[src/hw/rtl/lqnp_pkg.sv]
// Shared types and codes for the linear queue with negative purge.
package lqnp_pkg;

  localparam int unsigned VALUE_W = 32;
  localparam int unsigned OP_W    = 2;
  localparam int unsigned STAT_W  = 2;
  localparam int unsigned NUM_W   = 4;
  localparam int unsigned OUT_W   = NUM_W + VALUE_W + NUM_W;

  localparam logic [OP_W-1:0] OP_ENQ   = 2'd0;
  localparam logic [OP_W-1:0] OP_DEQ   = 2'd1;
  localparam logic [OP_W-1:0] OP_PURGE = 2'd2;

  localparam logic [STAT_W-1:0] STATUS_DONE  = 2'd0;
  localparam logic [STAT_W-1:0] STATUS_FULL  = 2'd1;
  localparam logic [STAT_W-1:0] STATUS_EMPTY = 2'd2;

  typedef enum logic [2:0] {
    S_IDLE,
    S_PURGE_RD,
    S_PURGE_CHK,
    S_FRONT_RD,
    S_REPORT
  } state_t;

endpackage

[src/hw/rtl/lqnp_ram.sv]
// Generic single-write, single-read RAM with a registered read port.
module lqnp_ram #(
  parameter int unsigned WIDTH = 32,
  parameter int unsigned DEPTH = 8
) (
  input  logic                       clk,
  input  logic                       we,
  input  logic [$clog2(DEPTH)-1:0]   waddr,
  input  logic [WIDTH-1:0]           wdata,
  input  logic [$clog2(DEPTH)-1:0]   raddr,
  output logic [WIDTH-1:0]           rdata
);

  logic [WIDTH-1:0] mem [DEPTH];
  logic [WIDTH-1:0] rdata_r;

  always_ff @(posedge clk) begin
    if (we) begin
      mem[waddr] <= wdata;
    end
    rdata_r <= mem[raddr];
  end

  assign rdata = rdata_r;

endmodule

[src/hw/rtl/linear_queue_negative_purge_unit.sv]
// Top level of the linear (non-wrapping) queue of signed words with negative purge.
//
// Usage: each input beat carries one operation in in_tuser (enqueue, dequeue or
// purge of negative entries) and, for an enqueue, the word in in_tdata. Every
// input beat produces exactly one output beat: out_tuser holds the status (done,
// refused because full, refused because empty) and out_tdata holds the entry
// count, the entry at the front (zero when empty) and the number of entries
// removed by a purge.
// The queue never wraps: once the tail has passed the last slot an enqueue is
// refused, even if dequeues have freed slots at the start.
// Timing: one beat at a time; in_tready is high only while idle. For enqueue,
// dequeue and any other code the front slot is addressed, then the registered
// RAM read is loaded into the output register, and only then is the next beat taken.
// A purge first walks the held entries through the single read port, each one
// read, then tested and compacted, and only then reads the front in the same
// way.
// The result sits in an output register, so the next beat may be accepted
// while a result still waits; a stalled receiver only holds the block once a
// second result is ready. Reset empties the queue (both indices to zero) and
// drops any pending result; the storage itself is not cleared.
module linear_queue_negative_purge_unit #(
  parameter int unsigned DEPTH = 8
) (
  input  logic                          clk,
  input  logic                          rst_n,
  input  logic                          in_tvalid,
  output logic                          in_tready,
  input  logic [lqnp_pkg::VALUE_W-1:0]  in_tdata,   // [31:0] value
  input  logic [lqnp_pkg::OP_W-1:0]     in_tuser,   // [1:0] op
  output logic                          out_tvalid,
  input  logic                          out_tready,
  output logic [lqnp_pkg::OUT_W-1:0]    out_tdata,  // [3:0] count, [35:4] front_value,
                                                    // [39:36] removed
  output logic [lqnp_pkg::STAT_W-1:0]   out_tuser   // [1:0] status
);

  import lqnp_pkg::*;

  localparam int unsigned AW    = $clog2(DEPTH);
  localparam int unsigned IDX_W = $clog2(DEPTH + 1);
  localparam logic [IDX_W-1:0] DEPTH_IDX = IDX_W'(DEPTH);

  state_t state_r, state_nxt;

  // Indices: front and tail range over 0..DEPTH, tail is exclusive.
  logic [IDX_W-1:0] front_r, front_nxt;
  logic [IDX_W-1:0] tail_r, tail_nxt;
  // Purge read and write pointers, and the count of dropped entries.
  logic [IDX_W-1:0] rd_r, rd_nxt;
  logic [IDX_W-1:0] wr_r, wr_nxt;
  logic [IDX_W-1:0] rem_r, rem_nxt;
  logic [STAT_W-1:0] status_r, status_nxt;

  // Output register.
  logic                 out_valid_r, out_valid_nxt;
  logic [STAT_W-1:0]    out_status_r, out_status_nxt;
  logic [NUM_W-1:0]     out_count_r, out_count_nxt;
  logic [VALUE_W-1:0]   out_front_r, out_front_nxt;
  logic [NUM_W-1:0]     out_removed_r, out_removed_nxt;

  // Storage port.
  logic               ram_we;
  logic [AW-1:0]      ram_waddr;
  logic [VALUE_W-1:0] ram_wdata;
  logic [AW-1:0]      ram_raddr;
  logic [VALUE_W-1:0] ram_rdata;

  logic in_accept;
  logic report_load;
  logic [IDX_W-1:0]       held;
  logic [IDX_W+NUM_W-1:0] held_ext;
  logic [IDX_W+NUM_W-1:0] rem_ext;

  assign in_tready   = (state_r == S_IDLE);
  assign in_accept   = in_tvalid && in_tready;
  assign report_load = (state_r == S_REPORT) && (!out_valid_r || out_tready);

  // Counts are reported modulo 16, as the result fields are four bits wide.
  assign held     = tail_r - front_r;
  assign held_ext = {{NUM_W{1'b0}}, held};
  assign rem_ext  = {{NUM_W{1'b0}}, rem_r};

  lqnp_ram #(
    .WIDTH (VALUE_W),
    .DEPTH (DEPTH)
  ) u_ram (
    .clk   (clk),
    .we    (ram_we),
    .waddr (ram_waddr),
    .wdata (ram_wdata),
    .raddr (ram_raddr),
    .rdata (ram_rdata)
  );

  // Next-state logic of the sequencer.
  always_comb begin
    state_nxt = state_r;
    case (state_r)
      S_IDLE: begin
        if (in_accept) begin
          state_nxt = (in_tuser == OP_PURGE) ? S_PURGE_RD : S_FRONT_RD;
        end
      end
      S_PURGE_RD: begin
        state_nxt = (rd_r == tail_r) ? S_FRONT_RD : S_PURGE_CHK;
      end
      S_PURGE_CHK: state_nxt = S_PURGE_RD;
      S_FRONT_RD:  state_nxt = S_REPORT;
      S_REPORT: begin
        if (report_load) begin
          state_nxt = S_IDLE;
        end
      end
      default: state_nxt = S_IDLE;
    endcase
  end

  // Datapath and storage control.
  always_comb begin
    front_nxt       = front_r;
    tail_nxt        = tail_r;
    rd_nxt          = rd_r;
    wr_nxt          = wr_r;
    rem_nxt         = rem_r;
    status_nxt      = status_r;
    out_valid_nxt   = out_valid_r && !out_tready;
    out_status_nxt  = out_status_r;
    out_count_nxt   = out_count_r;
    out_front_nxt   = out_front_r;
    out_removed_nxt = out_removed_r;
    ram_we          = 1'b0;
    ram_waddr       = tail_r[AW-1:0];
    ram_wdata       = in_tdata;
    // The front slot is addressed by default, so its data stays on the read
    // port while a result waits for the receiver.
    ram_raddr       = front_r[AW-1:0];

    case (state_r)
      S_IDLE: begin
        if (in_accept) begin
          status_nxt = STATUS_DONE;
          rem_nxt    = '0;
          rd_nxt     = front_r;
          wr_nxt     = front_r;
          case (in_tuser)
            OP_ENQ: begin
              if (tail_r == DEPTH_IDX) begin
                status_nxt = STATUS_FULL;
              end else begin
                ram_we   = 1'b1;
                tail_nxt = tail_r + 1'b1;
              end
            end
            OP_DEQ: begin
              if (front_r == tail_r) begin
                status_nxt = STATUS_EMPTY;
              end else begin
                front_nxt = front_r + 1'b1;
              end
            end
            default: begin
              // A purge is carried out by the following states; the unused
              // code leaves everything as it is.
            end
          endcase
        end
      end
      S_PURGE_RD: begin
        ram_raddr = rd_r[AW-1:0];
        if (rd_r == tail_r) begin
          tail_nxt = wr_r;
        end
      end
      S_PURGE_CHK: begin
        if (ram_rdata[VALUE_W-1]) begin
          rem_nxt = rem_r + 1'b1;
        end else begin
          ram_we    = 1'b1;
          ram_waddr = wr_r[AW-1:0];
          ram_wdata = ram_rdata;
          wr_nxt    = wr_r + 1'b1;
        end
        rd_nxt = rd_r + 1'b1;
      end
      S_REPORT: begin
        if (report_load) begin
          out_valid_nxt   = 1'b1;
          out_status_nxt  = status_r;
          out_count_nxt   = held_ext[NUM_W-1:0];
          out_front_nxt   = (held != '0) ? ram_rdata : '0;
          out_removed_nxt = rem_ext[NUM_W-1:0];
        end
      end
      default: begin
      end
    endcase
  end

  always_ff @(posedge clk) begin
    if (!rst_n) begin
      state_r     <= S_IDLE;
      front_r     <= '0;
      tail_r      <= '0;
      out_valid_r <= 1'b0;
    end else begin
      state_r     <= state_nxt;
      front_r     <= front_nxt;
      tail_r      <= tail_nxt;
      out_valid_r <= out_valid_nxt;
    end
  end

  always_ff @(posedge clk) begin
    rd_r          <= rd_nxt;
    wr_r          <= wr_nxt;
    rem_r         <= rem_nxt;
    status_r      <= status_nxt;
    out_status_r  <= out_status_nxt;
    out_count_r   <= out_count_nxt;
    out_front_r   <= out_front_nxt;
    out_removed_r <= out_removed_nxt;
  end

  assign out_tvalid = out_valid_r;
  assign out_tuser  = out_status_r;
  assign out_tdata  = {out_removed_r, out_front_r, out_count_r};

endmodule

[config.mk]
export PLATFORM = sky130hd
export DESIGN_NAME = linear_queue_negative_purge_unit
export DESIGN_NICKNAME = d
export VERILOG_FILES = /design/src/hw/rtl/lqnp_pkg.sv /design/src/hw/rtl/lqnp_ram.sv /design/src/hw/rtl/linear_queue_negative_purge_unit.sv
export SDC_FILE = /design/constraint.sdc
export NUM_CORES = 1
export LEC_CHECK = 0
export BUFFER_PORTS_ARGS = -buffer_cell sky130_fd_sc_hd__buf_2
export CAP_MARGIN = 0
export CELL_PAD_IN_SITES_DETAIL_PLACEMENT = 1
export CELL_PAD_IN_SITES_GLOBAL_PLACEMENT = 1
export CORE_MARGIN = 1.5
export CORE_UTILIZATION = 50
export CTS_CLUSTER_SIZE = 16
export DETAILED_ROUTE_END_ITERATION = 8
export PLACE_DENSITY = 0.84
export RECOVER_POWER = 100
export SYNTH_ARGS = -nofsm -noshare
export SYNTH_HDL_FRONTEND = slang
export SYNTH_SLANG_ARGS = --single-unit
export TNS_END_PERCENT = 20
[constraint.sdc]
create_clock -name clk -period 5.8 [get_ports clk]
set_input_delay 1.74 -clock clk [delete_from_list [all_inputs] [get_ports clk]]
set_output_delay 1.74 -clock clk [all_outputs]
set_load 0.01 [all_outputs]
==> results.toml, run 1 <==
[timing]
rsz0062_at_grt = "false"
period_minus_slack_ns = 4.75
report.final.slew_viol_count = 79
setup_violations = 0
clock_skew_ns = 0.0193
fmax_mhz = 210
slew_headroom = -0.741
tightest_slew_ns = 2.61
setup-tns-final_ns = 0
period_share = 0.820
setup_slack_ns = 1.05
hold_viol = 0

[place]
gp_congestion = 0.759
dp_slack_ns = 1.16
port_buffers = 81
place_area_um2 = 15000
hpwl_mm = 19.3

[final_layout]
fin_area_um2 = 16000
diodes = 0
nFillCells = 2645
nNetsFinal = 1074
multiInputGateArea_um2 = 3540
fin_util = 0.576
drive_gt1_frac = 0.104
area_growth_pct = 13.2
register_area_um2 = 10200

[route]
vias_per_cell = 5.65
dr.pass1.iters = 5
antenna_left = 0
wire_per_inst_um = 22.0
drc_errors = 0
first_iter_violations = 609
via_count = 8091
drt_wl_total_mm = 31.5

[pwr]
p_sw_frac = 0.234
cellPowerDensity_nw_per_um2 = 361
switchingPower_mw = 1.36
clkPwrFrac = 0.386
ir_worst_vdd_v = 0.000234
pwr-share-comb = 0.092
power.internal_mw = 4.44
seq_power_share = 0.522
power_leakage_nw = 5.77

[clock_tree]
cts-root-buf = "clkbuf_16"
cts.path.max_buffers = 3
hold_buffers = 0
cts_tree = "yes"
path_clk_slew_ns = 0.06
cts_sinks = 356
h-tree-depth = 2
cts_setup_buffers = 0
postCtsResizedCells = 0
numCtsBuffers = 37
clk_latency_ns = 0.52

[floorplan]
die-area_um2 = 29300
start_util = 0.508
rows = 61
io_pins = 82
die_x_um = 171
die_h_um = 171
core_area_um2 = 27900

[worst_setup_path]
critPathLaunchType = "primary input"
critPathKind = "primary input to register"
critPathArrivalTime_ns = 4.93
path_max_fanout = 24
end_kind = "register"
crit_chain = "buf_2, or4b_1, nor4b_1, a22oi_1, nor2_4, clkbuf_1"
required_ns = 5.98
cp_slowest_cell = "nor4b_1"
crit_buf_inv = 2
path_delay_family = "simple AND/OR/NAND/NOR gates"
crit_path_max_incr_delay_ns = 0.87

[global_routing]
grt_max_degree = 100
grt_pass1_vias = 8760
gr-usage-all-layers = 0.222
antenna_found_initial = 0
overflow = 0
grt_pass1_wl_mm = 49.4

[synthesis]
syn-instance-count = 946
async_flop_share = 0
synth_top_cell_by_area = "edfxtp_1"
yosysSeqAreaShare = 0.724
ys_warn_count = 0
synth_flop_cell = "edfxtp_1"
synth_area_um2 = 14200
synth-edff-count = 312
synthTopCellsByCount = "edfxtp_1 (312), a21oi_1 (78), mux2i_1 (69), nand2_1 (46)"
syn_nets = 994
synth.distinct_cells = 45
synth.area.top_cells = "edfxtp_1 (66%), dfxtp_1 (6.2%), mux2i_1 (4.9%), a21oi_1 (2.8%), mux2_1 (2.5%)"
yosysTopAreaCellShare = 0.662
synth_seq_cells = 356
synth_area_per_cell_um2 = 15.0
yosysMostFrequentCell = "edfxtp_1"

[hold_path]
hold_path_class = "register to register"

[job]
drv_cap = 3

[run_status]
status = "finished, violations left"
violations = "capacitance limit, slew limit"
## cells by family (layout without fill, tap and decap cells)
family	after synthesis	in the layout	share of synthesized area
mux	100	100	0.0734
flops	356	356	0.724
xor+xnor	14	14	0.00866
compound gates	193	193	0.0879
fa+ha+maj	10	10	0.00937
simple gates	172	172	0.0647
buf+inv	101	208	0.0321
## final cells by class
| type | instances | area share |
|---|---|---|
| multi-input combinational | 489 | 0.221 |
| inverter | 44 | 0.0103 |
| tap | 378 | 0.0295 |
| clock inverter | 9 | 0.00484 |
| clock buffer | 57 | 0.0655 |
| sequential | 356 | 0.639 |
| timing repair buffer | 98 | 0.0297 |
## power groups by stage
stage | Combinational, mW | Clock (mW) | Sequential, mW
after floorplan | 0.376 | 0 | 3.04
after global placement | 0.515 | 0 | 3.07
after detailed placement | 0.545 | 0 | 3.08
after CTS | 0.553 | 2.27 | 3.02
after global routing | 0.585 | 2.35 | 3.03
final | 0.533 | 2.24 | 3.02
## sequential cells by signal, indices dropped and copies added (netlist names), 3 cells and up
register and cells:
out_front_r 32, u_ram.mem 256, state_r 3, u_ram.rdata 32
out_count_r 4, wr_r 4, out_removed_r 4, rem_r 4
tail_r 4, rd_r 4, front_r 4
## per-stage QoR
step           power (mW)  hold slack, ns  std cells
2_1_floorplan        3.42           0.400        946
3_3_place_gp         3.58           0.407       1365
3_5_place_dp         3.62           0.412       1365
4_1_cts              5.85           0.425       1431
5_1_grt              5.96           0.427       1431
6_report             5.79           0.423       1431
## cells in the final DEF, fill, tap and decap left out, types with 19 or more instances in the layout
cell type | Yosys | layout
a31o_1 | 32 | 32
o21ai_1 | 30 | 29
buf_2 | 18 | 36
edfxtp_1 | 312 | 312
dfxtp_1 | 44 | 44
nand2b_1 | 34 | 34
a221oi_1 | 32 | 32
nand2_1 | 46 | 46
clkbuf_16 | 0 | 37
clkbuf_1 | 25 | 66
inv_1 | 44 | 44
nor2_1 | 29 | 19
mux2_1 | 31 | 31
a21oi_1 | 78 | 78
mux2i_1 | 69 | 67
and2_0 | 0 | 26
## layer usage
layer,track usage,vias to the layer above,part of all wire
met5,0,-,0
met4,0.0770,0,0.027
met3,0.0329,70,0.040
met2,0.389,206,0.51
met1,0.284,4104,0.42
li1,-,3711,-
## final timing paths
check / from / endpoint / slack (ns) / cells past startpoint
worst max-delay path: in_tvalid / u_ram.mem[5][23] / 1.05 / 6
worst min-delay path: status_r[0] / out_tuser[0] / 0.42 / 0
worst max register to register: state_r[0] / u_ram.rdata[17] / 1.20 / 6
worst min register to register: status_r[0] / out_tuser[0] / 0.42 / 0
No activity file was read; power rests on OpenSTA's default activity.
==> run 2: changes to the inputs <==
- CORE_UTILIZATION: 50 -> 46
- PLACE_DENSITY: 0.84 -> 0.81
- clock period: 5.8 -> 4 ns (I/O delays scaled with it)
==> run 2 against run 1 <==
Against the previous run:
- the run still ends with capacitance limit, slew limit left
- first-iteration DRC count down 8.7%
- die area up 8.5%
- non-clock buffer count up 10
- clock skew up 0.0019 ns
- register-to-register slack worse by 0.64 ns
- core utilization down 4.1 points
- cell area up 1.4%
- critical endpoint is now u_ram.mem[4][18]
- largest cell class unchanged
==> results.toml, run 2 (synthesis results as in run 1) <==
[pwr]
cellPowerDensity_nw_per_um2 = 518
clkPwrFrac = 0.384
power.internal_mw = 6.43
pwr-share-comb = 0.096
switchingPower_mw = 1.99
p_sw_frac = 0.236
power_leakage_nw = 5.86
ir_worst_vdd_v = 0.000360
seq_power_share = 0.520

[clock_tree]
postCtsResizedCells = 0
cts_tree = "yes"
numCtsBuffers = 37
clk_latency_ns = 0.52
path_clk_slew_ns = 0.06
cts.path.max_buffers = 3
cts_sinks = 356
hold_buffers = 0
cts_setup_buffers = 0
h-tree-depth = 2
cts-root-buf = "clkbuf_16"

[timing]
period_share = 0.868
tightest_slew_ns = 1.59
slew_headroom = -0.0624
setup-tns-final_ns = 0
report.final.slew_viol_count = 34
hold_viol = 0
period_minus_slack_ns = 3.47
fmax_mhz = 288
rsz0062_at_grt = "false"
setup_slack_ns = 0.528
clock_skew_ns = 0.0212
setup_violations = 0

[final_layout]
fin_area_um2 = 16300
nNetsFinal = 1084
area_growth_pct = 14.8
drive_gt1_frac = 0.118
fin_util = 0.534
regMostFlops = "u_ram.mem"
diodes = 0
largest_register_ffs = 256
layout_commonest_cell = "edfxtp_1"
final_cell_mix = "edfxtp_1 (312), a21oi_1 (78), mux2i_1 (66), clkbuf_1 (54), nand2_1 (46)"

[floorplan]
die_h_um = 178
die-area_um2 = 31800
io_pins = 82
core_area_um2 = 30400
die_x_um = 178
start_util = 0.465
rows = 64

[route]
dr.pass1.iters = 5
via_count = 8089
antenna_left = 0
vias_per_cell = 5.56
wire_per_inst_um = 22.3
first_iter_violations = 556
drt_wl_total_mm = 32.5
drc_errors = 0

[worst_setup_path]
r2r.worst_path.cells = 6
critPathArrivalTime_ns = 3.65
end_kind = "register"
timing.critical_path.from = "in_tvalid"
critPathLaunchType = "primary input"
cp-endpoint = "u_ram.mem[4][18]"
r2r_setup_slack_ns = 0.56
reg2reg_from = "state_r[0]"
reg2reg_to = "u_ram.rdata[7]"
path_max_fanout = 17
required_ns = 4.18
critPathKind = "primary input to register"

[job]
drv_cap = 2

[place]
dp_slack_ns = 0.553
hpwl_mm = 19.5
place_area_um2 = 15200
gp_congestion = 0.801
port_buffers = 81

[run_status]
violations = "capacitance limit, slew limit"
status = "finished, violations left"

[global_routing]
grt_pass1_wl_mm = 50.2
overflow = 0
grt_max_degree = 92
grt_use_met3 = 0.0298
gr-usage-all-layers = 0.209
busiest_layer = "met2"
grt_pass1_vias = 8697
use_met1 = 0.263
antenna_found_initial = 0
grtUsageMet2 = 0.371

[hold_path]
hold_path_class = "register to register"
-- run 2: cell count changes in the layout (fill, tap and decap cells not counted), moves of 2 or more --
cell        change
clkbuf_1       -12
buf_12         +10
clkinvlp_4      +5
buf_4           +3
clkinv_1        +2
inv_6           -2
nor2_1          +2
nor2_4          -2
-- run 2: routing by layer --
metal / vias up / wire length (um)
met1: 4130 / 13700
met5: - / 0
li1: 3728 / -
met3: 57 / 1200
met2: 174 / 16900
met4: 0 / 737
-- run 2: worst min-delay path by stage --
stage                      from            to  slack (ns)  cells after the start
finish              status_r[1]  out_tuser[1]        0.42                      0
global route        status_r[1]  out_tuser[1]        0.42                      0
CTS                 status_r[1]  out_tuser[1]        0.42                      0
detailed placement  status_r[1]  out_tuser[1]        0.41                      0
global placement    status_r[1]  out_tuser[1]        0.40                      0
floorplan           status_r[0]  out_tuser[0]        0.40                      0
-- run 2: power by group through the flow --
stage | Sequential, mW | Combinational, mW | Clock, mW
floorplan | 4.41 | 0.545 | 0
global placement | 4.45 | 0.769 | 0
detailed placement | 4.46 | 0.816 | 0
CTS | 4.38 | 0.834 | 3.29
global route | 4.40 | 0.888 | 3.42
finish | 4.38 | 0.806 | 3.23
-- run 2: area by class of cell --
| type | instances | area [um^2] |
|---|---|---|
| Tap cell | 396 | 495 |
| Multi-Input combinational cell | 489 | 3530 |
| Fill cell | 2931 | 14200 |
| Sequential cell | 356 | 10200 |
| Clock buffer | 48 | 1020 |
| Inverter | 44 | 165 |
| Timing Repair Buffer | 108 | 687 |
| Clock inverter | 15 | 110 |
-- run 2: critical path, cell delays in order --
cell and delay [ns]:
buf_1 0.09, or4b_1 0.56, nor4b_1 0.73, a21oi_1 0.50
nor2_4 0.21, buf_4 0.33
-- run 2: stage by stage --
stage,hold slack [ns],instances,power (mW)
6_report,0.421,1456,8.42
3_5_place_dp,0.407,1393,5.27
2_1_floorplan,0.400,946,4.96
3_3_place_gp,0.405,1393,5.21
5_1_grt,0.424,1456,8.70
4_1_cts,0.421,1456,8.50
==> run 3: changes to the inputs <==
- CORE_MARGIN: 1.5 -> unset
- SKIP_LAST_GASP: unset -> 1
==> run 3 against run 2 <==
Against the previous run:
- the flow still finishes with violations (capacitance limit, slew limit)
- sequential power is essentially flat
- fmax grew 0.46%
- register-to-register slack gained 0.08 ns
- via count grew 0.35%
- clock skew shrank 0.0090 ns
- critical path type unchanged
- critical endpoint is now u_ram.mem[1][23]
==> results.toml, run 3 (synthesis results as in run 1) <==
[route]
vias_per_cell = 5.58
dr.pass1.iters = 4
antenna_left = 0
drt_wl_total_mm = 32.1
met1_length_mm = 13.3
wire_per_inst_um = 22.1
drc_errors = 0
first_iter_violations = 566
dr_wl_met2_mm = 16.7
wl_met3_mm = 1.37
via_count = 8117
top_layer_used = "met4"

[pwr]
power.internal_mw = 6.73
cellPowerDensity_nw_per_um2 = 535
p_sw_frac = 0.231
clkPwrFrac = 0.408
power_leakage_nw = 5.93
seq_power_share = 0.501
ir_worst_vdd_v = 0.000248
switchingPower_mw = 2.02
pwr-share-comb = 0.092

[final_layout]
multiInputGateArea_um2 = 3570
register_area_um2 = 10200
layout.cells.non_filler = 1454
layout_commonest_cell = "edfxtp_1"
largest_register_ffs = 256
regMostFlops = "u_ram.mem"
final_cell_mix = "edfxtp_1 (312), a21oi_1 (78), mux2i_1 (66), clkbuf_1 (56), nand2_1 (46)"
nNetsFinal = 1082
nFillCells = 2901
drive_gt1_frac = 0.120
area_growth_pct = 15.5

[global_routing]
grt_pass1_vias = 8659
grt_pass1_wl_mm = 49.8
grt_max_degree = 129
gr-usage-all-layers = 0.210
antenna_found_initial = 0
overflow = 0

[worst_setup_path]
required_ns = 4.15
r2r_setup_slack_ns = 0.64
critPathKind = "primary input to register"
timing.critical_path.from = "in_tvalid"
critPathLaunchType = "primary input"
r2r.worst_path.cells = 7
path_max_fanout = 13
end_kind = "register"
reg2reg_from = "state_r[0]"
reg2reg_to = "u_ram.rdata[13]"
critPathArrivalTime_ns = 3.60
cp-endpoint = "u_ram.mem[1][23]"

[run_status]
violations = "capacitance limit, slew limit"
status = "finished, violations left"

[clock_tree]
numCtsBuffers = 38
path_clk_slew_ns = 0.06
hold_buffers = 0
postCtsResizedCells = 0
cts_sinks = 356
cts-root-buf = "clkbuf_16"
cts_tree = "yes"
h-tree-depth = 2
cts_setup_buffers = 0
cts.path.max_buffers = 3
clk_latency_ns = 0.52

[floorplan]
rows = 63
die_h_um = 177
die_x_um = 177
core_area_um2 = 30000
io_pins = 82
die-area_um2 = 31500
start_util = 0.473

[timing]
period_minus_slack_ns = 3.46
hold_ws_ns = 0.419
fmax_mhz = 289
clock_skew_ns = 0.0122
report.final.slew_viol_count = 48
setup_violations = 0
rsz0062_at_grt = "false"
slew_headroom = -0.0996
period_share = 0.864
setup-tns-final_ns = 0
hold_viol = 0
tightest_slew_ns = 1.65

[place]
port_buffers = 81
gp_congestion = 0.813
place_inst = 1384
hpwl_mm = 19.2

[job]
drv_cap = 2

[hold_path]
hold_path_class = "register to register"
## run 3: cell types whose count changed in the layout (fill, tap and decap cells not counted), moves of 2 or more
cell / change
and2_0: -3
and2_1: +3
buf_12: -4
buf_4: -4
bufinv_16: +3
clkbuf_1: +2
clkbuf_16: +2
clkbuf_2: +4
clkinv_1: +2
clkinvlp_4: -5
nor2_1: -2
nor2_4: +2
## run 3: layer usage
layer  track usage  vias up
met5             0        -
met4        0.0677        0
met3        0.0341       51
met2         0.373      197
met1         0.260     4135
li1              -     3734
## run 3: critical path, cell delays in order
cell and delay [ns]:
buf_2 0.08, or4b_1 0.58, nor4b_4 0.43, a22oi_1 0.37, nor2_4 0.20, clkbuf_1 0.72
## run 3: metrics by stage
| stage | power (mW) | worst slack (ns) | cell area, um^2 | utilization |
|---|---|---|---|---|
| after CTS | 8.84 | 0.973 | 16400 | 0.549 |
| after detailed placement | 5.27 | 0.478 | 15200 | 0.507 |
| after floorplan | 4.96 | 0.00230 | 14200 | - |
| after global placement | 5.22 | 0.497 | 15200 | 0.507 |
| final | 8.75 | 0.544 | 16400 | 0.546 |
| after global routing | 9.03 | 0.457 | 16300 | 0.546 |
## run 3: worst min-delay path by stage
stage                startpoint      endpoint  slack [ns]  cells after the start
floorplan           status_r[0]  out_tuser[0]        0.40                      0
CTS                 status_r[1]  out_tuser[1]        0.42                      0
global route        status_r[1]  out_tuser[1]        0.44                      0
global placement    status_r[0]  out_tuser[0]        0.41                      0
detailed placement  status_r[1]  out_tuser[1]        0.41                      0
finish              status_r[1]  out_tuser[1]        0.42                      0
## run 3: power groups by stage
stage               registers, mW  clock network [mW]  logic [mW]
floorplan                    4.41                   0       0.545
global placement             4.44                   0       0.774
detailed placement           4.46                   0       0.817
CTS                          4.38                3.63       0.830
global route                 4.39                3.76       0.879
finish                       4.38                3.57       0.803
## run 3: cell type report
cell class,instances,share of cell area
Inverter,44,0.0101
Sequential cell,356,0.627
Tap cell,390,0.0298
Antenna cell,1,0.000153
Clock inverter,16,0.0109
Timing Repair Buffer,105,0.0370
Multi-Input combinational cell,489,0.218
Clock buffer,53,0.0666
